===== src/hdl/hcb_pkg.sv =====
// ----------------------------------------------------------------------------
// hcb_pkg
// Shared types and constants of the huffman code builder.
// ----------------------------------------------------------------------------
`default_nettype none

package hcb_pkg;

  localparam int MAX_SYMBOLS = 64;
  localparam int NODE_DEPTH  = 2 * MAX_SYMBOLS - 1;
  localparam int WEIGHT_W    = 16;
  localparam int SUM_W       = 22;
  localparam int NODE_W      = 7;
  localparam int POS_W       = 7;
  localparam int ADDR_W      = 6;
  localparam int CODE_W      = 63;
  localparam int LEN_W       = 6;

  typedef struct packed {
    logic [SUM_W-1:0]  w;
    logic [NODE_W-1:0] node;
  } heap_entry_t;

  typedef enum logic [3:0] {
    OP_NONE,
    OP_LOAD,
    OP_INIT,
    OP_HP_START,
    OP_SD_LOADCUR,
    OP_SD_ISSUE,
    OP_SD_FINAL,
    OP_SD_CMP,
    OP_POP_READ,
    OP_POP_TAKE,
    OP_PAR_A,
    OP_PAR_B,
    OP_SU_ISSUE,
    OP_SU_FINAL,
    OP_SU_CMP,
    OP_WK_INIT
  } dp_op_t;

  typedef enum logic [1:0] {
    WK_NONE,
    WK_STEP,
    WK_EMIT,
    WK_NEXT
  } wk_op_t;

  typedef struct packed {
    dp_op_t op;
    wk_op_t wk;
    logic   second;
  } dp_cmd_t;

  typedef struct packed {
    logic kid_gt_end;
    logic sd_move;
    logic at_is_one;
    logic su_move;
    logic idx_zero;
    logic fill_gt1;
    logic walk_done;
    logic k_last;
  } dp_status_t;

endpackage

`default_nettype wire


===== src/hdl/hcb_dp.sv =====
// ----------------------------------------------------------------------------
// hcb_dp
// Heap memory, parent memory, sift pointers and code walk registers.
// ----------------------------------------------------------------------------
`default_nettype none

module hcb_dp (
  input  wire logic                             clk,
  input  wire logic                             rst,
  input  wire hcb_pkg::dp_cmd_t                 cmd,
  input  wire logic [hcb_pkg::WEIGHT_W-1:0]     weight,
  output hcb_pkg::dp_status_t                   st,
  output logic [hcb_pkg::CODE_W-1:0]            code_bits,
  output logic [hcb_pkg::LEN_W-1:0]             code_length,
  output logic                                  last_code
);

  logic [hcb_pkg::POS_W-1:0]  cnt, n_sym, fill, at, next_node, root, at_w;
  logic [hcb_pkg::ADDR_W-1:0] idx, k;
  logic [hcb_pkg::LEN_W-1:0]  len;
  logic [hcb_pkg::CODE_W-1:0] bits;
  hcb_pkg::heap_entry_t       cur, pa, pb, rd_a, rd_b;

  hcb_pkg::heap_entry_t heap_mem [hcb_pkg::MAX_SYMBOLS];
  logic [hcb_pkg::NODE_W:0] par_mem [hcb_pkg::NODE_DEPTH];
  logic [hcb_pkg::NODE_W:0] par_rd;

  logic [hcb_pkg::POS_W:0]    kid, fill_x;
  logic [hcb_pkg::POS_W-1:0]  up, cpos;
  logic                       take_b;
  hcb_pkg::heap_entry_t       child;

  logic [hcb_pkg::ADDR_W-1:0] addr_a, addr_b, waddr;
  logic                       we;
  hcb_pkg::heap_entry_t       wdata;
  logic                       par_we;
  logic [hcb_pkg::NODE_W-1:0] par_waddr;
  logic [hcb_pkg::NODE_W:0]   par_wdata;

  assign kid    = {at, 1'b0};
  assign fill_x = {1'b0, fill};
  assign up     = {1'b0, at[hcb_pkg::POS_W-1:1]};
  assign take_b = (kid < fill_x) && (rd_b.w < rd_a.w);
  assign child  = take_b ? rd_b : rd_a;
  assign cpos   = take_b ? (kid[hcb_pkg::POS_W-1:0] + 1'b1) : kid[hcb_pkg::POS_W-1:0];

  assign st.kid_gt_end = (kid > fill_x);
  assign st.sd_move    = (child.w < cur.w);
  assign st.at_is_one  = (at == 7'd1);
  assign st.su_move    = (cur.w < rd_a.w);
  assign st.idx_zero   = (idx == '0);
  assign st.fill_gt1   = (fill > 7'd1);
  assign st.walk_done  = (at_w == root) || (len == 6'd63);
  assign st.k_last     = ({1'b0, k} == (n_sym - 1'b1));

  // heap positions are 1-based, memory addresses 0-based
  always_comb begin
    addr_a    = '0;
    addr_b    = '0;
    we        = 1'b0;
    waddr     = '0;
    wdata     = cur;
    par_we    = 1'b0;
    par_waddr = pa.node;
    par_wdata = {next_node, 1'b0};
    case (cmd.op)
      hcb_pkg::OP_LOAD: begin
        we    = (cnt < 7'(hcb_pkg::MAX_SYMBOLS));
        waddr = cnt[hcb_pkg::ADDR_W-1:0];
        wdata = '{w: hcb_pkg::SUM_W'(weight), node: cnt};
      end
      hcb_pkg::OP_HP_START: addr_a = idx - 1'b1;
      hcb_pkg::OP_SD_ISSUE: begin
        addr_a = kid[hcb_pkg::ADDR_W-1:0] - 1'b1;
        addr_b = kid[hcb_pkg::ADDR_W-1:0];
      end
      hcb_pkg::OP_SD_FINAL, hcb_pkg::OP_SU_FINAL: begin
        we    = 1'b1;
        waddr = 6'(at - 1'b1);
      end
      hcb_pkg::OP_SD_CMP: begin
        we    = 1'b1;
        waddr = 6'(at - 1'b1);
        wdata = st.sd_move ? child : cur;
      end
      hcb_pkg::OP_POP_READ: begin
        addr_a = '0;
        addr_b = 6'(fill - 1'b1);
      end
      hcb_pkg::OP_PAR_A: par_we = 1'b1;
      hcb_pkg::OP_PAR_B: begin
        par_we    = 1'b1;
        par_waddr = pb.node;
        par_wdata = {next_node, 1'b1};
      end
      hcb_pkg::OP_SU_ISSUE: addr_a = 6'(up - 1'b1);
      hcb_pkg::OP_SU_CMP: begin
        we    = 1'b1;
        waddr = 6'(at - 1'b1);
        wdata = st.su_move ? rd_a : cur;
      end
      default: ;
    endcase
  end

  always_ff @(posedge clk) begin
    if (we) heap_mem[waddr] <= wdata;
    rd_a <= heap_mem[addr_a];
    rd_b <= heap_mem[addr_b];
  end

  always_ff @(posedge clk) begin
    if (par_we) par_mem[par_waddr] <= par_wdata;
    par_rd <= par_mem[at_w];
  end

  always_ff @(posedge clk) begin
    if (rst) begin
      cnt  <= '0;
      fill <= '0;
    end else begin
      case (cmd.op)
        hcb_pkg::OP_LOAD: begin
          if (cnt < 7'(hcb_pkg::MAX_SYMBOLS)) cnt <= cnt + 1'b1;
        end
        hcb_pkg::OP_INIT: begin
          n_sym     <= cnt;
          fill      <= cnt;
          idx       <= cnt[hcb_pkg::POS_W-1:1];
          next_node <= cnt;
          root      <= '0;
        end
        hcb_pkg::OP_HP_START: begin
          at  <= {1'b0, idx};
          idx <= idx - 1'b1;
        end
        hcb_pkg::OP_SD_LOADCUR: cur <= rd_a;
        hcb_pkg::OP_SD_CMP: begin
          if (st.sd_move) at <= cpos;
        end
        hcb_pkg::OP_POP_TAKE: begin
          if (cmd.second) pb <= rd_a;
          else pa <= rd_a;
          cur  <= rd_b;
          fill <= fill - 1'b1;
          at   <= 7'd1;
        end
        hcb_pkg::OP_PAR_B: begin
          cur       <= '{w: pa.w + pb.w, node: next_node};
          fill      <= fill + 1'b1;
          at        <= fill + 1'b1;
          root      <= next_node;
          next_node <= next_node + 1'b1;
        end
        hcb_pkg::OP_SU_CMP: begin
          if (st.su_move) at <= up;
        end
        hcb_pkg::OP_WK_INIT: begin
          k    <= '0;
          at_w <= '0;
          len  <= '0;
          bits <= '0;
        end
        default: ;
      endcase
      case (cmd.wk)
        hcb_pkg::WK_STEP: begin
          bits <= bits | (hcb_pkg::CODE_W'(par_rd[0]) << len);
          len  <= len + 1'b1;
          at_w <= par_rd[hcb_pkg::NODE_W:1];
        end
        hcb_pkg::WK_EMIT: begin
          code_bits   <= bits;
          code_length <= len;
          last_code   <= st.k_last;
        end
        hcb_pkg::WK_NEXT: begin
          if (st.k_last) begin
            cnt  <= '0;
            fill <= '0;
          end
          k    <= k + 1'b1;
          at_w <= {1'b0, k} + 1'b1;
          len  <= '0;
          bits <= '0;
        end
        default: ;
      endcase
    end
  end

endmodule

`default_nettype wire


===== config.mk =====
export PLATFORM = sky130hd
export DESIGN_NAME = hcb_dp
export DESIGN_NICKNAME = d
export VERILOG_FILES = /design/src/hdl/hcb_pkg.sv /design/src/hdl/hcb_dp.sv
export SDC_FILE = /design/constraint.sdc
export NUM_CORES = 2
export LEC_CHECK = 0
export ABC_CLOCK_PERIOD_IN_PS = 12200
export BUFFER_PORTS_ARGS = -buffer_cell sky130_fd_sc_hd__buf_2
export CORE_MARGIN = 2
export CORE_UTILIZATION = 30
export DETAILED_ROUTE_END_ITERATION = 8
export GPL_ROUTABILITY_DRIVEN = 0
export MAX_ROUTING_LAYER = met4
export REMOVE_ABC_BUFFERS = 1
export SYNTH_ARGS = -nofsm -noshare
export SYNTH_HDL_FRONTEND = slang
export SYNTH_SLANG_ARGS = --single-unit

===== constraint.sdc =====
create_clock -name clk -period 12.2 [get_ports clk]
set_input_delay 1.22 -clock clk [delete_from_list [all_inputs] [get_ports clk]]
set_output_delay 1.22 -clock clk [all_outputs]
set_load 0.03 [all_outputs]

# After elaboration in Yosys (flattened, before gate mapping)

Memories as Yosys holds them, arrays and structs flattened. A register that Yosys moved wholly into a read port is not among the register bits.
Index checks and enable logic that the tools add are counted.

Order comparisons: 7
Eq/ne operators: 24
Shift operators: 1
Muxes and demuxes: 37
Reductions and logical operators: 21
$add $sub $neg: 14
Bitwise operators: 3

Operator list:

| operator            | number |
|---|---|
| $pmux 29 s3         | 2 |
| $pmux 63 s2         | 1 |
| $mux 29             | 3 |
| $mux 7              | 11 |
| $lt 22x22->1        | 3 |
| $mux 63             | 1 |
| $or 63x63->63       | 1 |
| $shl 1x6->63        | 1 |
| $pmux 6 s2          | 4 |
| $pmux 7 s2          | 3 |
| $pmux 7 s5          | 1 |
| $eq 4x4->1 const B  | 8 |
| $add 7x1->7 const B | 4 |
| $sub 6x1->6 const B | 4 |
| $add 22x22->22      | 1 |
| $pmux 7 s3          | 1 |
| $pmux 6 s3          | 1 |
| $eq 4x3->1 const B  | 4 |
| $reduce_and 2->1    | 7 |
| $sub 7x1->7 const B | 2 |
| $add 6x1->6 const B | 2 |
| $mux 6              | 2 |
| $eq 4x2->1 const B  | 2 |
| $gt 8x7->1          | 1 |
| other kinds (25)    | 37 |

Bits in registers: 287
Bits in writable memories: 2872
Memories: 2
Output and inout port bits: 78
Input port bits: 25

Memories:

| memory   | words | width | rd ports | clocked after memory_dff | wr ports | line         | source |
|---|---|---|---|---|---|---|---|
| heap_mem | 64    | 29    | 2        | 2                        | 1        | hcb_dp.sv:24 | `hcb_pkg::heap_entry_t heap_mem [hcb_pkg::MAX_SYMBOLS];` |
| par_mem  | 127   | 8     | 1        | 1                        | 1        | hcb_dp.sv:25 | `logic [hcb_pkg::NODE_W:0] par_mem [hcb_pkg::NODE_DEPTH];` |

# Longest topological paths before layout

Depth after elaboration: 6
Gate-level depth with buffers: 21
Depth with buffers taken out: 18

# Worst setup path after synthesis

No wires, ideal clock.

Kind: input to register
Start: in rst
End: reg code_bits[0] (netlist bit) (enable)
Buffers on the path: 1
Data arrival time: 6551 ps
Setup slack: 5049 ps
Setup time: 600 ps
Stages on the path: 2
Data required time: 11600 ps
Path through: clkbuf_1 > nor3b_1

Longest elaborated chain between the ends: 2

Ends and longest elaborated chain:

| element                           | line          | source |
|---|---|---|
| from (decl)                       | hcb_dp.sv:9   | `input wire logic rst,` |
| $not 1->1 (no source line)        | n/a           |  |
| $reduce_and 2->1 (no source line) | n/a           |  |
| to (signal assigned)              | hcb_dp.sv:173 | `code_bits <= bits;` |
| to (decl)                         | hcb_dp.sv:13  | `output logic [hcb_pkg::CODE_W-1:0] code_bits,` |

Every way passes these cells.
A chain may end at the register's enable or synchronous reset.

==> results.yml <==
place:
  place.port_buffers: 102
  place_inst: 15700
  postPlaceCellArea_sq_mm: 0.155
  hpwl_um: 254000
  pre_cts_slack_ps: 5810
layout:
  finalInstanceArea_sq_mm: 0.166
  fin_cells: 16300
  drive_gt1_frac: 0.186
  syn2layout_area_growth_pct: 13.8
  fillers: 46100
  finalNetCount: 9714
clock_network:
  cts_setup_buffers: 0
  numClockSinks: 3225
  clk_pin_slew_ps: 60
  clock_latency_ps: 970
  cts_root_buf: "clkbuf_16"
  h-tree-depth: 5
  cts_resized: 0
  tritoncts: "yes"
  cts_buffer_depth: 4
  postCtsHoldBufs: 0
  cts_buffers: 343
global_route:
  grt_remaining_overflow: 0
  antenna_found_initial: 21
  grt_pass1_vias: 86500
  grt_max_degree: 189
  grt_pass1_wl_um: 627000
  grt_usage: 0.178
timing:
  drv_slew: 0
  finalCritPeriodShare: 0.593
  grt_setup_unrepaired: "no"
  worst_slew_margin_rel: 0.149
  period_minus_slack_ps: 7230
  setup_slack_ps: 4970
  setup_violations: 0
  max_slew.worst_pin.slew_ps: 1260
  fin_skew_ps: 87.2
  hold_viol: 0
  max_freq_ghz: 0.138
die:
  rows: 256
  die_width_um: 702
  die_h_um: 702
  io_pins: 103
  start_util: 0.301
  coreArea_sq_mm: 0.486
  die-area_sq_mm: 0.493
yosys:
  synth.top_cell.area_share: 0.646
  synth_cell_types: 74
  ys_ff_latch: 3225
  synth_warnings: 0
  synthFlopType: "edfxtp_1"
  synth.most_common_cell: "edfxtp_1"
  synth-edff-count: 3145
  synth_common_cells: "edfxtp_1, nand2_1, mux4_2"
  yosys-top-cells-area: "edfxtp_1, mux4_2, mux2i_1"
  syn_area_sq_mm: 0.146
  yosysSeqAreaShare: 0.656
  synthArstFlopShare: 0
  syn_inst: 9610
  avgSynthCellArea_sq_um: 15.2
  yosysTopAreaCell: "edfxtp_1"
drt:
  routed_wl_um: 440000
  postRouteAntennaNets: 0
  wl_per_cell_um: 26.9
  via_count: 89600
  drt-vias-per-instance: 5.48
  route.detailed.drc: 0
  dr.pass1.iters: 6
  drt_first_iter_violations: 10700
worst_setup_path:
  critPathSlowestCell: "dfxtp_1"
  rr_startpoint: "rd_b[22]$_DFF_P_"
  cpPeakStageDelay_ps: 730
  ff2ff_path_depth: 20
  endpoint_kind: "primary output"
  crit_start: "rd_b[22]$_DFF_P_"
  startpoint_type: "register"
  r2r_end: "heap_mem[6][24]$_DFFE_PP_"
  crit_end: "st[6]"
  crit_path_cell_trace: "ha_1 > a21oi_1 > o21a_1 > a2bb2oi_1 > nand4bb_1 > nor2_2 > buf_4 > o21ai_0 > ha_1 > a21o_1 > a21o_1 > a221oi_1 > o221ai_1 > a31oi_1 > o41ai_4 > inv_2 > buf_2"
  worst-endpoint-arrival_ps: 6010
  worstSetupPathType: "reg2out"
  cp_data_required_time_ps: 10980
  rrSetupSlack_ps: 5720
  cp_max_fo: 20
min_path:
  min_path_type: "reg2reg"
outcome:
  status: "finished, final reports clean"
power:
  peakVddDrop_mv: 0.113
  p_leak_nw: 52.8
  p_per_area_mw_per_mm2: 150
flow_run:
  drv_cap: 0
[flip-flops by register name (all words and copies together) (netlist names)]
signal,cells
at,7
at_w,7
bits,63
cnt,7
code_bits,63
code_length,6
cur,29
fill,7
heap_mem,1856
idx,6
k,6
last_code,1
len,6
n_sym,7
next_node,7
pa,29
par_mem,1016
par_rd,8
pb,29
rd_a,29
rd_b,29
root,7
[cell type report]
type / instances / area (sq um) / area share
inverters: 89 / 339 / 0.00204
clock inverters: 187 / 1910 / 0.0115
clock buffers: 439 / 9290 / 0.0558
diodes: 29 / 72.6 / 0.000436
flip-flops and latches: 3225 / 96000 / 0.577
repair buffers: 337 / 2520 / 0.0152
well taps: 6450 / 8070 / 0.0485
multi-input cells: 5588 / 48200 / 0.290
[power breakdown]
group	switching (mW)	internal, mW	leakage [nW]
Sequential	0.136	12.3	29.3
Clock	4.38	6.06	5.45
Combinational	1.36	0.674	18.1
Total	5.88	19.1	52.8
[worst max-delay path, delay by kind of cell, from the launching register on]
family	cells	cell delay, ps
compound gates	10	1870
buf+inv	3	1040
flops	1	730
simple gates	2	700
fa+ha+maj	2	690
[metal layers]
layer  part of all wire  global-route usage  vias up
li1                   -                   -    38000
met1               0.40               0.232    46300
met2               0.47               0.279     4369
met3              0.087              0.0292      954
met4              0.044              0.0677        0
met5                  0                   -        -
[kinds of logic after synthesis]
| kind of cell | after synthesis | share of synthesized area |
|---|---|---|
| adder cells (fa/ha/maj) | 105 | 0.00903 |
| flip-flops | 3225 | 0.656 |
| AND/OR/NAND/NOR | 2766 | 0.0846 |
| multiplexers | 1395 | 0.163 |
| XOR/XNOR | 71 | 0.00425 |
| buffers and inverters | 797 | 0.0228 |
| AO/OA/AOI/OAI | 1251 | 0.0598 |
[per-stage QoR]
step | hold WS, ps | total power, mW | utilization | setup TNS [ps]
after floorplan | 427 | 14.7 | - | -2104370
after global placement | 434 | 14.7 | 0.319 | 0
after detailed placement | 436 | 14.7 | 0.319 | 0
after CTS | 446 | 25.1 | 0.342 | 0
after global routing | 459 | 25.6 | 0.343 | 0
final | 444 | 24.9 | 0.343 | 0
[placed cells by master (no fill, tap or decap), types with 56 or more instances in the layout]
cell type     n
and2_1      247
o211ai_1     69
a211oi_1    249
mux2_2       67
o21ai_0     100
buf_2       102
inv_1        87
ha_1        104
nand3_1     525
nor2_1      277
a311o_1     116
mux2i_1     544
clkbuf_1     69
buf_4       215
clkbuf_16   350
nand2_1    1400
or4_1        59
clkinv_2     56
nand4_1      63
a31oi_1     129
mux4_2      784
a311oi_1     59
o22ai_1      64
nor2_4       69
edfxtp_1   3145
a21oi_1     265
dfxtp_1      80
clkinv_1     58
[worst min-delay path by stage]
stage | cells past startpoint | endpoint | start
after floorplan | 0 | code_bits[55]$_DFFE_PP_ | bits[55]$_SDFFCE_PN0P_
after global placement | 0 | code_bits[47]$_DFFE_PP_ | bits[47]$_SDFFCE_PN0P_
after detailed placement | 0 | code_bits[54]$_DFFE_PP_ | bits[54]$_SDFFCE_PN0P_
after CTS | 0 | code_bits[4]$_DFFE_PP_ | bits[4]$_SDFFCE_PN0P_
after global routing | 0 | code_bits[4]$_DFFE_PP_ | bits[4]$_SDFFCE_PN0P_
final | 0 | code_bits[4]$_DFFE_PP_ | bits[4]$_SDFFCE_PN0P_
Note: power is estimated with default switching activity, not from simulation.
