===== config.mk =====
export PLATFORM = sky130hd
export DESIGN_NAME = hcb_ctrl
export DESIGN_NICKNAME = d
export VERILOG_FILES = /design/src/hdl/hcb_pkg.sv /design/src/hdl/hcb_ctrl.sv
export SDC_FILE = /design/constraint.sdc
export NUM_CORES = 1
export LEC_CHECK = 0
export ABC_AREA = 1
export BUFFER_PORTS_ARGS = -buffer_cell sky130_fd_sc_hd__buf_2
export CORE_UTILIZATION = 46
export CTS_CLUSTER_SIZE = 25
export DETAILED_ROUTE_END_ITERATION = 12
export PLACE_DENSITY = 0.81
export SYNTH_ARGS = -nofsm -noshare
export SYNTH_HDL_FRONTEND = slang
export SYNTH_SLANG_ARGS = --single-unit

===== constraint.sdc =====
create_clock -name clk -period 1.35 [get_ports clk]
set_input_delay 0 -clock clk [delete_from_list [all_inputs] [get_ports clk]]
set_output_delay 0 -clock clk [all_outputs]
set_load 0.01 [all_outputs]

===== src/hdl/hcb_pkg.sv =====
// ----------------------------------------------------------------------------
// hcb_pkg
// Shared types and constants of the huffman code builder.
// ----------------------------------------------------------------------------
`default_nettype none

package hcb_pkg;

  localparam int MAX_SYMBOLS = 64;
  localparam int NODE_DEPTH  = 2 * MAX_SYMBOLS - 1;
  localparam int WEIGHT_W    = 16;
  localparam int SUM_W       = 22;
  localparam int NODE_W      = 7;
  localparam int POS_W       = 7;
  localparam int ADDR_W      = 6;
  localparam int CODE_W      = 63;
  localparam int LEN_W       = 6;

  typedef struct packed {
    logic [SUM_W-1:0]  w;
    logic [NODE_W-1:0] node;
  } heap_entry_t;

  typedef enum logic [3:0] {
    OP_NONE,
    OP_LOAD,
    OP_INIT,
    OP_HP_START,
    OP_SD_LOADCUR,
    OP_SD_ISSUE,
    OP_SD_FINAL,
    OP_SD_CMP,
    OP_POP_READ,
    OP_POP_TAKE,
    OP_PAR_A,
    OP_PAR_B,
    OP_SU_ISSUE,
    OP_SU_FINAL,
    OP_SU_CMP,
    OP_WK_INIT
  } dp_op_t;

  typedef enum logic [1:0] {
    WK_NONE,
    WK_STEP,
    WK_EMIT,
    WK_NEXT
  } wk_op_t;

  typedef struct packed {
    dp_op_t op;
    wk_op_t wk;
    logic   second;
  } dp_cmd_t;

  typedef struct packed {
    logic kid_gt_end;
    logic sd_move;
    logic at_is_one;
    logic su_move;
    logic idx_zero;
    logic fill_gt1;
    logic walk_done;
    logic k_last;
  } dp_status_t;

endpackage

`default_nettype wire


===== src/hdl/hcb_ctrl.sv =====
// ----------------------------------------------------------------------------
// hcb_ctrl
// Sequencer for load, heap build, merge loop and code walk.
// ----------------------------------------------------------------------------
`default_nettype none

module hcb_ctrl (
  input  wire logic               clk,
  input  wire logic               rst,
  input  wire logic               in_valid,
  input  wire logic               last_weight,
  input  wire logic               out_ready,
  input  wire hcb_pkg::dp_status_t st,
  output hcb_pkg::dp_cmd_t        cmd,
  output logic                    in_ready,
  output logic                    out_valid
);

  typedef enum logic [4:0] {
    S_IDLE, S_INIT, S_HP_CHECK, S_HP_START, S_SD_LOAD, S_SD_TEST, S_SD_CMP,
    S_MG_CHECK, S_POP_RD, S_POP_TAKE, S_MG_WA, S_MG_WB, S_SU_TEST, S_SU_CMP,
    S_WK_INIT, S_WK_TEST, S_WK_STEP, S_WK_OUT
  } state_t;

  typedef enum logic [1:0] {
    CTX_HEAPIFY, CTX_POP1, CTX_POP2
  } ctx_t;

  state_t state, state_next, after_sift;
  ctx_t   ctx, ctx_next;

  always_comb begin
    unique case (ctx)
      CTX_HEAPIFY: after_sift = S_HP_CHECK;
      CTX_POP1:    after_sift = S_POP_RD;
      CTX_POP2:    after_sift = S_MG_WA;
      default:     after_sift = S_MG_WA;
    endcase
  end

  always_comb begin
    state_next = state;
    ctx_next   = ctx;
    cmd.op     = hcb_pkg::OP_NONE;
    cmd.wk     = hcb_pkg::WK_NONE;
    cmd.second = (ctx == CTX_POP2);
    unique case (state)
      S_IDLE: begin
        if (in_valid) begin
          cmd.op = hcb_pkg::OP_LOAD;
          if (last_weight) state_next = S_INIT;
        end
      end
      S_INIT: begin
        cmd.op     = hcb_pkg::OP_INIT;
        ctx_next   = CTX_HEAPIFY;
        state_next = S_HP_CHECK;
      end
      S_HP_CHECK: begin
        state_next = st.idx_zero ? S_MG_CHECK : S_HP_START;
      end
      S_HP_START: begin
        cmd.op     = hcb_pkg::OP_HP_START;
        state_next = S_SD_LOAD;
      end
      S_SD_LOAD: begin
        cmd.op     = hcb_pkg::OP_SD_LOADCUR;
        state_next = S_SD_TEST;
      end
      S_SD_TEST: begin
        if (st.kid_gt_end) begin
          cmd.op     = hcb_pkg::OP_SD_FINAL;
          state_next = after_sift;
          if (ctx == CTX_POP1) ctx_next = CTX_POP2;
        end else begin
          cmd.op     = hcb_pkg::OP_SD_ISSUE;
          state_next = S_SD_CMP;
        end
      end
      S_SD_CMP: begin
        cmd.op = hcb_pkg::OP_SD_CMP;
        if (st.sd_move) begin
          state_next = S_SD_TEST;
        end else begin
          state_next = after_sift;
          if (ctx == CTX_POP1) ctx_next = CTX_POP2;
        end
      end
      S_MG_CHECK: begin
        if (st.fill_gt1) begin
          ctx_next   = CTX_POP1;
          state_next = S_POP_RD;
        end else begin
          state_next = S_WK_INIT;
        end
      end
      S_POP_RD: begin
        cmd.op     = hcb_pkg::OP_POP_READ;
        state_next = S_POP_TAKE;
      end
      S_POP_TAKE: begin
        cmd.op     = hcb_pkg::OP_POP_TAKE;
        state_next = S_SD_TEST;
      end
      S_MG_WA: begin
        cmd.op     = hcb_pkg::OP_PAR_A;
        state_next = S_MG_WB;
      end
      S_MG_WB: begin
        cmd.op     = hcb_pkg::OP_PAR_B;
        state_next = S_SU_TEST;
      end
      S_SU_TEST: begin
        if (st.at_is_one) begin
          cmd.op     = hcb_pkg::OP_SU_FINAL;
          state_next = S_MG_CHECK;
        end else begin
          cmd.op     = hcb_pkg::OP_SU_ISSUE;
          state_next = S_SU_CMP;
        end
      end
      S_SU_CMP: begin
        cmd.op     = hcb_pkg::OP_SU_CMP;
        state_next = st.su_move ? S_SU_TEST : S_MG_CHECK;
      end
      S_WK_INIT: begin
        cmd.op     = hcb_pkg::OP_WK_INIT;
        state_next = S_WK_TEST;
      end
      S_WK_TEST: begin
        if (st.walk_done) begin
          cmd.wk     = hcb_pkg::WK_EMIT;
          state_next = S_WK_OUT;
        end else begin
          state_next = S_WK_STEP;
        end
      end
      S_WK_STEP: begin
        cmd.wk     = hcb_pkg::WK_STEP;
        state_next = S_WK_TEST;
      end
      S_WK_OUT: begin
        if (out_ready) begin
          cmd.wk     = hcb_pkg::WK_NEXT;
          state_next = st.k_last ? S_IDLE : S_WK_TEST;
        end
      end
      default: state_next = S_IDLE;
    endcase
  end

  assign in_ready  = (state == S_IDLE);
  assign out_valid = (state == S_WK_OUT);

  always_ff @(posedge clk) begin
    if (rst) begin
      state <= S_IDLE;
      ctx   <= CTX_HEAPIFY;
    end else begin
      state <= state_next;
      ctx   <= ctx_next;
    end
  end

endmodule

`default_nettype wire


==> results of run 1 <==
cells by family after synthesis:
logic type | count (synthesis) | synth area share [%]
DFF | 7 | 17.8
and+or+nand+nor | 116 | 60.5
buffers and inverters | 24 | 11.8
AOI/OAI and AO/OA | 13 | 9.87
metal layers:
metal,GRT overflow,global-route usage (%)
met5,0,0
met1,1,66.5
met2,6,89.4
met4,3,73.8
met3,0,27.9
cells in the mapped netlist (all sizes together):
| cell | n | area (um^2) |
|---|---|---|
| o22ai | 1 | 6.26 |
| a221oi | 1 | 8.76 |
| nor3 | 4 | 20.0 |
| buf | 2 | 10.0 |
| nand2 | 46 | 173 |
| nand4 | 2 | 12.5 |
| inv | 22 | 82.6 |
| o21ai | 4 | 20.0 |
| a311oi | 1 | 8.76 |
| dfxtp | 7 | 140 |
| o2111ai | 1 | 8.76 |
| nor2 | 44 | 170 |
| nand3 | 20 | 100 |
| a21oi | 5 | 25.0 |
stage by stage:
stage	cell area, um^2	hold slack (ps)	util (%)	TNS, ps	instances
floorplan	786	69.1	-	0	160
global placement	1040	235	66.9	-237	214
detailed placement	1040	245	66.9	-392	214
CTS	1260	85.7	80.8	-300	227
what timing repair did:
action	CTS
buffers inserted	8
hold buffers	1
cloned	0
hold endpoints to repair	5
endpoints found under the setup margin	11
pin swaps	10
gates resized for setup	44
==> results.py, run 1 <==
metrics = {
    "outcome": {
        "outcome": "aborted with a tool error",
        "flow.stopped_at": "global routing",
        "error": "[ERROR GRT-0232] Routing congestion too high. Check the congestion heatmap in the GUI.",
    },
    "yosys": {
        "ys_ff_latch": 7,
        "synth_cells": 160,
        "seq_area_frac_synth_pct": 17.8,
        "ys_warn_count": 0,
        "postSynthAreaPerCell_um2": 4.91,
        "ys_types": 16,
        "syn_area_um2": 786,
        "synth_fp_nets": 173,
    },
    "placed_design": {
        "dp_slack_ps": -99.3,
        "dp_hpwl_um": 2090,
        "routabilityCongestion": 1.00,
        "portBuffers": 21,
    },
    "floorplanning": {
        "rows": 14,
        "die_x_um": 43.3,
        "io_pins": 22,
        "start_util_pct": 50.4,
        "die_h_um": 43.3,
    },
    "clock_network": {
        "cts_root_buf": "clkbuf_4",
        "h-tree-depth": 1,
        "cts_buffers": 3,
        "cts_sinks": 7,
        "cts.path.max_buffers": 2,
    },
    "grt": {
        "grt_overflow": 10,
        "grt_max_degree": 9,
        "grt_usage_pct": 64.0,
    },
    "sta": {
        "worst-endpoint-pin-kind": "output port",
        "crit_endpoint": "cmd[3]",
    },
}
==> inputs of run 2 (changes only) <==
Settings changed: CORE_AREA from default to 2 2 63 65, CORE_UTILIZATION 46 to default, CTS_CLUSTER_SIZE 25 to default, DIE_AREA from default to 0 0 65 67, PLACE_DENSITY 0.81 to default, PLACE_DENSITY_LB_ADDON from default to 0.15.
Clock period 1.35 ns to 1.75 ns, I/O delays scaled along.
==> run 2 against run 1 <==
Net effect:
- synthesized cell count is the same
- the flow now finishes without violations
- area after synthesis is the same
==> results.py, run 2 <==
metrics = {
    "cells_and_area": {
        "final_common_cell": "nand2_1",
        "area_delta_synth_final_pct": 28.7,
        "seq_area_um2": 143,
        "largest_reg_flops": 5,
        "multi_input_comb_area_um2": 553,
        "final_cell_mix": "nand2_1, nor2_1, buf_2",
        "nFillCells": 423,
        "top_regs": "state (5), ctx (2)",
        "post_route_cells_drive_above_1_share_pct": 17.7,
        "regMostFlops": "state",
        "diodes": 0,
        "fin_cells": 234,
        "fin_nets": 200,
    },
    "power_and_ir_drop": {
        "p_switching_uw": 161,
        "seq_power_share_pct": 33.6,
        "p_int_uw": 379,
        "power.total_uw": 540,
        "ir_worst_vdd_v": 0.000243,
        "pwr-share-clk_pct": 41.1,
        "power_density_nw_per_um2": 534,
        "swShare_pct": 29.9,
        "pwr-share-comb_pct": 25.4,
        "p_leak_nw": 0.564,
    },
    "clock_network": {
        "hold_buffers": 0,
        "h-tree-depth": 1,
        "cts_resized": 0,
        "clk_latency_ps": 220,
        "path_clk_slew_ps": 40,
        "cts_root_buf": "clkbuf_8",
        "cts_sinks": 7,
        "cts.path.max_buffers": 2,
        "cts_buffers": 3,
        "post_cts_buffers": 0,
        "cts_tree": "built",
    },
    "floorplanning": {
        "die_h_um": 67,
        "die_area_um2": 4360,
        "die_x_um": 65,
        "start_util_pct": 21.8,
        "core_area_um2": 3610,
        "io_pins": 22,
        "rows": 22,
    },
    "detailed_routing": {
        "antenna_left": 0,
        "viasPerCell": 4.53,
        "drc": 0,
        "first_pass_iters": 4,
        "wirelength_um": 2440,
        "vias": 1061,
        "drtIter0Drc": 29,
        "routed_wire_length_per_instance_um": 10.4,
    },
    "setup_path": {
        "crit_type": "flip-flop to output port",
        "crit_cells": 8,
        "critPathRequiredTime_ps": 1750,
        "cp.arrival_ps": 1630,
        "crit_top_cell": "nand2_1",
        "crit_chain": "inv_1 > nand2_1 > nor2_1 > o21ai_0 > nand4_1 > a21oi_1 > nand2_1 > buf_2",
        "worst_setup_path_start_kind": "flip-flop",
        "r2r-end": "ctx[1]",
        "critPathTopFamily": "simple AND/OR/NAND/NOR gates",
        "cp_max_fo": 9,
        "crit_path_end": "cmd[3]",
        "max_stage_delay_ps": 390,
        "startpoint": "state[1]",
        "rr_worst_depth": 10,
        "rr_startpoint": "state[0]",
        "crit_buf_inv": 2,
        "worstSetupEndpointType": "output port",
        "r2r_slack_ps": 200,
        "cpMaxStageDelayCell": "dfxtp_2",
    },
    "sta": {
        "setup_violations": 0,
        "worstMarginPinSlew_ps": 355,
        "maxSlewHeadroom_pct": 76.3,
        "whs_ps": 23.0,
        "fmax_mhz": 613,
        "fin_tns_setup_ps": 0,
        "rsz0062_at_grt": "false",
        "fin_crit_sh_pct": 93.2,
        "slew_viol_final": 0,
        "period_minus_slack_ps": 1630,
        "skew_ps": 0.437,
        "hold_viol": 0,
    },
    "yosys": {
        "yosys-top-cells-count": "nand2_1, nor2_1, inv_1, nand3_1, dfxtp_1",
        "synth_fp_nets": 173,
        "ys_ff_latch": 7,
        "ys_types": 16,
        "synth_cells": 160,
        "seq_area_frac_synth_pct": 17.8,
        "synth.largest_area_cell": "nand2_1",
        "synth_edf_count": 0,
        "synth.top_cell.area_share_pct": 22.0,
        "yosys-top-cells-area": "nand2_1, nor2_1, dfxtp_1, nand3_1, inv_1",
        "synth_ff_type": "dfxtp_1",
        "syn_area_um2": 786,
        "postSynthAreaPerCell_um2": 4.91,
        "yosysMostFrequentCell": "nand2_1",
        "ys_warn_count": 0,
        "postSynth.asyncResetShare_pct": 0,
    },
    "placed_design": {
        "routabilityCongestion": 0.869,
        "portBuffers": 21,
        "dp_hpwl_um": 2080,
        "place_inst": 230,
    },
    "min_path": {
        "hp-class": "input port to flip-flop",
    },
    "grt": {
        "grt_max_degree": 10,
        "grt_overflow": 0,
        "grt_pass1_vias": 982,
        "grt_usage_pct": 12.0,
        "antenna_found_initial": 0,
        "grt_pass1_wl_um": 3980,
    },
    "job": {
        "maxCapViolCount": 0,
    },
    "outcome": {
        "outcome": "finished clean",
    },
}
run 2: worst register-to-register path, delay by kind of cell, from the launching register on:
kind | cells | cell delay [ps]
buf+inv | 2 | 190
simple gates | 8 | 920
flops | 1 | 340
run 2: per-layer routing:
| layer | wire length (um) | GRT usage, % | vias to the layer above | share of wire, % |
|---|---|---|---|---|
| li1 | - | - | 565 | - |
| met1 | 1100 | 13.7 | 455 | 45 |
| met2 | 1120 | 20.0 | 37 | 46 |
| met3 | 179 | 3.04 | 4 | 7.3 |
| met4 | 46 | 7.71 | 0 | 1.9 |
| met5 | 0 | 0 | - | 0 |
run 2: cell type report:
cell class	count	area share, %
timing repair buffer	24	12.6
sequential	7	14.1
inverter	22	8.17
multi-input combinational	129	54.7
tap	48	5.94
clock buffer	4	4.46
run 2: metrics by stage:
stage	utilization (%)	cell area (um^2)	worst slack, ps
final	28.0	1010	119
after detailed placement	26.7	963	194
after floorplan	-	786	404
after global placement	26.7	963	116
after CTS	28.0	1010	27.9
after global routing	28.0	1010	7.90
run 2: how the worst min path moves through the flow:
stage | slack (ps) | startpoint | cells after the start | endpoint
after floorplan | 70 | rst | 1 | state[0]
after global placement | 250 | rst | 2 | state[4]
after detailed placement | 260 | rst | 2 | state[2]
after CTS | 30 | rst | 2 | state[2]
after global routing | 40 | rst | 2 | state[1]
final | 20 | rst | 2 | state[1]
run 2: logic make-up (layout without fill, tap and decap cells):
family | count (synthesis) | in the layout | synth area share (%)
and+or+nand+nor | 116 | 116 | 60.5
buffers and inverters | 24 | 50 | 11.8
AOI/OAI and AO/OA | 13 | 13 | 9.87
DFF | 7 | 7 | 17.8
run 2: power by group through the flow:
stage	combinational, mW	sequential, mW	clock [mW]
final	0.137	0.181	0.222
after global routing	0.157	0.183	0.244
after CTS	0.138	0.181	0.227
after detailed placement	0.138	0.183	0
after global placement	0.140	0.184	0
after floorplan	0.0926	0.179	0
Note: power is estimated with default switching activity, not from simulation.
==> inputs of run 3 (changes only) <==
Settings changed: BUFFER_PORTS_ARGS -buffer_cell sky130_fd_sc_hd__buf_2 to default, DONT_BUFFER_PORTS from default to 1.
Clock period 1.75 ns to 1.9 ns, I/O delays scaled along.
==> run 3 against run 2 <==
Net effect:
- power is 11% lower
- combinational power decreased by 18%
- first-iteration DRC count rose by 120%
- worst setup slack better by 120 ps
- global-route usage increased by 0.53 points
- sequential power fell by 8%
- final cell count decreased by 9.0%
- core utilization is 2.9 points lower
- non-clock buffer count is 21 lower
- critical path type is now flip-flop to flip-flop
==> results.py, run 3 (synthesis gave the netlist of run 2 again) <==
metrics = {
    "outcome": {
        "outcome": "finished clean",
    },
    "cells_and_area": {
        "fin_nets": 179,
        "largest_reg_flops": 5,
        "diodes": 0,
        "final_cell_mix": "nand2_1, nor2_1, inv_1, nand3_1, dfxtp_1",
        "area_delta_synth_final_pct": 15.3,
        "final_common_cell": "nand2_1",
        "top_regs": "state (5), ctx (2)",
        "regMostFlops": "state",
        "post_route_cells_drive_above_1_share_pct": 5.45,
    },
    "floorplanning": {
        "die_h_um": 67,
        "core_area_um2": 3610,
        "start_util_pct": 21.8,
        "die_x_um": 65,
        "io_pins": 22,
        "die_area_um2": 4360,
        "rows": 22,
    },
    "power_and_ir_drop": {
        "p_int_uw": 338,
        "ir_worst_vdd_v": 0.000324,
        "seq_power_share_pct": 34.8,
        "pwr-share-clk_pct": 41.9,
        "power_density_nw_per_um2": 531,
        "swShare_pct": 29.8,
        "p_leak_nw": 0.469,
        "pwr-share-comb_pct": 23.3,
        "p_switching_uw": 144,
    },
    "sta": {
        "setup_violations": 0,
        "slew_viol_final": 0,
        "worstMarginPinSlew_ps": 471,
        "maxSlewHeadroom_pct": 68.4,
        "skew_ps": 0.911,
        "fin_crit_sh_pct": 87.3,
        "fmax_mhz": 603,
        "whs_ps": 12.7,
        "period_minus_slack_ps": 1660,
        "fin_tns_setup_ps": 0,
        "hold_viol": 0,
        "rsz0062_at_grt": "false",
    },
    "placed_design": {
        "dp_hpwl_um": 2070,
        "portBuffers": 0,
        "routabilityCongestion": 0.861,
    },
    "min_path": {
        "hp-class": "input port to flip-flop",
    },
    "clock_network": {
        "cts_tree": "built",
        "cts.path.max_buffers": 2,
        "clk_latency_ps": 220,
        "cts_sinks": 7,
        "cts_resized": 0,
        "cts_buffers": 3,
        "h-tree-depth": 1,
        "cts_root_buf": "clkbuf_8",
        "path_clk_slew_ps": 40,
    },
    "setup_path": {
        "cpMaxStageDelayCell": "dfxtp_1",
        "cp.arrival_ps": 1770,
        "worstSetupEndpointType": "flip-flop",
        "critPathRequiredTime_ps": 2010,
        "crit_chain": "nand2_1 > nor2_1 > nand3_1 > nand3_1 > inv_1 > nand2_1 > nand2_1 > nand2_1 > nor2_1",
        "cp_max_fo": 9,
        "max_stage_delay_ps": 490,
        "worst_setup_path_start_kind": "flip-flop",
        "crit_top_cell": "nand2_1",
        "crit_type": "flip-flop to flip-flop",
    },
    "detailed_routing": {
        "wirelength_um": 2520,
        "routed_wire_length_per_instance_um": 11.8,
        "drc": 0,
        "viasPerCell": 4.70,
        "drtIter0Drc": 63,
        "vias": 1002,
        "antenna_left": 0,
        "first_pass_iters": 4,
    },
    "job": {
        "maxCapViolCount": 0,
    },
    "grt": {
        "grt_pass1_vias": 955,
        "grt_usage_pct": 12.6,
        "antenna_found_initial": 0,
        "grt_overflow": 0,
        "grt_pass1_wl_um": 4160,
        "grt_max_degree": 10,
    },
}
-- run 3: final timing paths --
kind / from / endpoint / slack, ps / cells past startpoint
max: state[1] / ctx[1] / 240 / 9
min: out_ready / state[4] / 10 / 3
max reg2reg: state[1] / ctx[1] / 240 / 9
min reg2reg: ctx[0] / ctx[0] / 530 / 2
-- run 3: layer usage --
layer	wire length [um]	track usage (%)	up-vias	share of wire (%)
met5	0	0	-	0
met4	37	7.98	0	1.5
met3	204	2.70	4	8.1
met2	1220	20.7	32	48
met1	1060	14.7	449	42
li1	-	-	517	-
-- run 3: power groups by stage --
stage / Clock, mW / Combinational, mW / Sequential (mW)
2_1_floorplan: 0 / 0.0853 / 0.165
6_report: 0.202 / 0.112 / 0.167
4_1_cts: 0.208 / 0.112 / 0.167
3_3_place_gp: 0 / 0.110 / 0.169
5_1_grt: 0.220 / 0.128 / 0.168
3_5_place_dp: 0 / 0.108 / 0.169
-- run 3: through the flow --
stage	instance area (um^2)	setup slack (ps)	std cells	power, mW	utilization [%]
finish	906	242	213	0.481	25.1
global placement	851	215	208	0.279	23.6
detailed placement	851	256	208	0.277	23.6
floorplan	786	554	160	0.250	-
global route	906	86.7	213	0.516	25.1
CTS	906	236	213	0.486	25.1
-- run 3: final cells by class --
class	count	area (um^2)
clock buffers	4	45.0
well taps	48	60.1
inverters	22	82.6
multi-input cells	129	553
flip-flops and latches	7	140
fillers	411	2700
repair buffers	3	25.0
-- run 3: worst max-delay path: cells and delay by family, from the launching register on --
kind                   cells  cell delay (ps)
buffers and inverters      1               90
DFF                        1              490
and+or+nand+nor            8              970
-- run 3: what timing repair did --
item / in CTS / in global routing
setup buffers: 0 / 0
endpoints found under the setup margin: 0 / 0
endpoints found under the hold margin: 7 / 0
hold buffers: 1 / 0
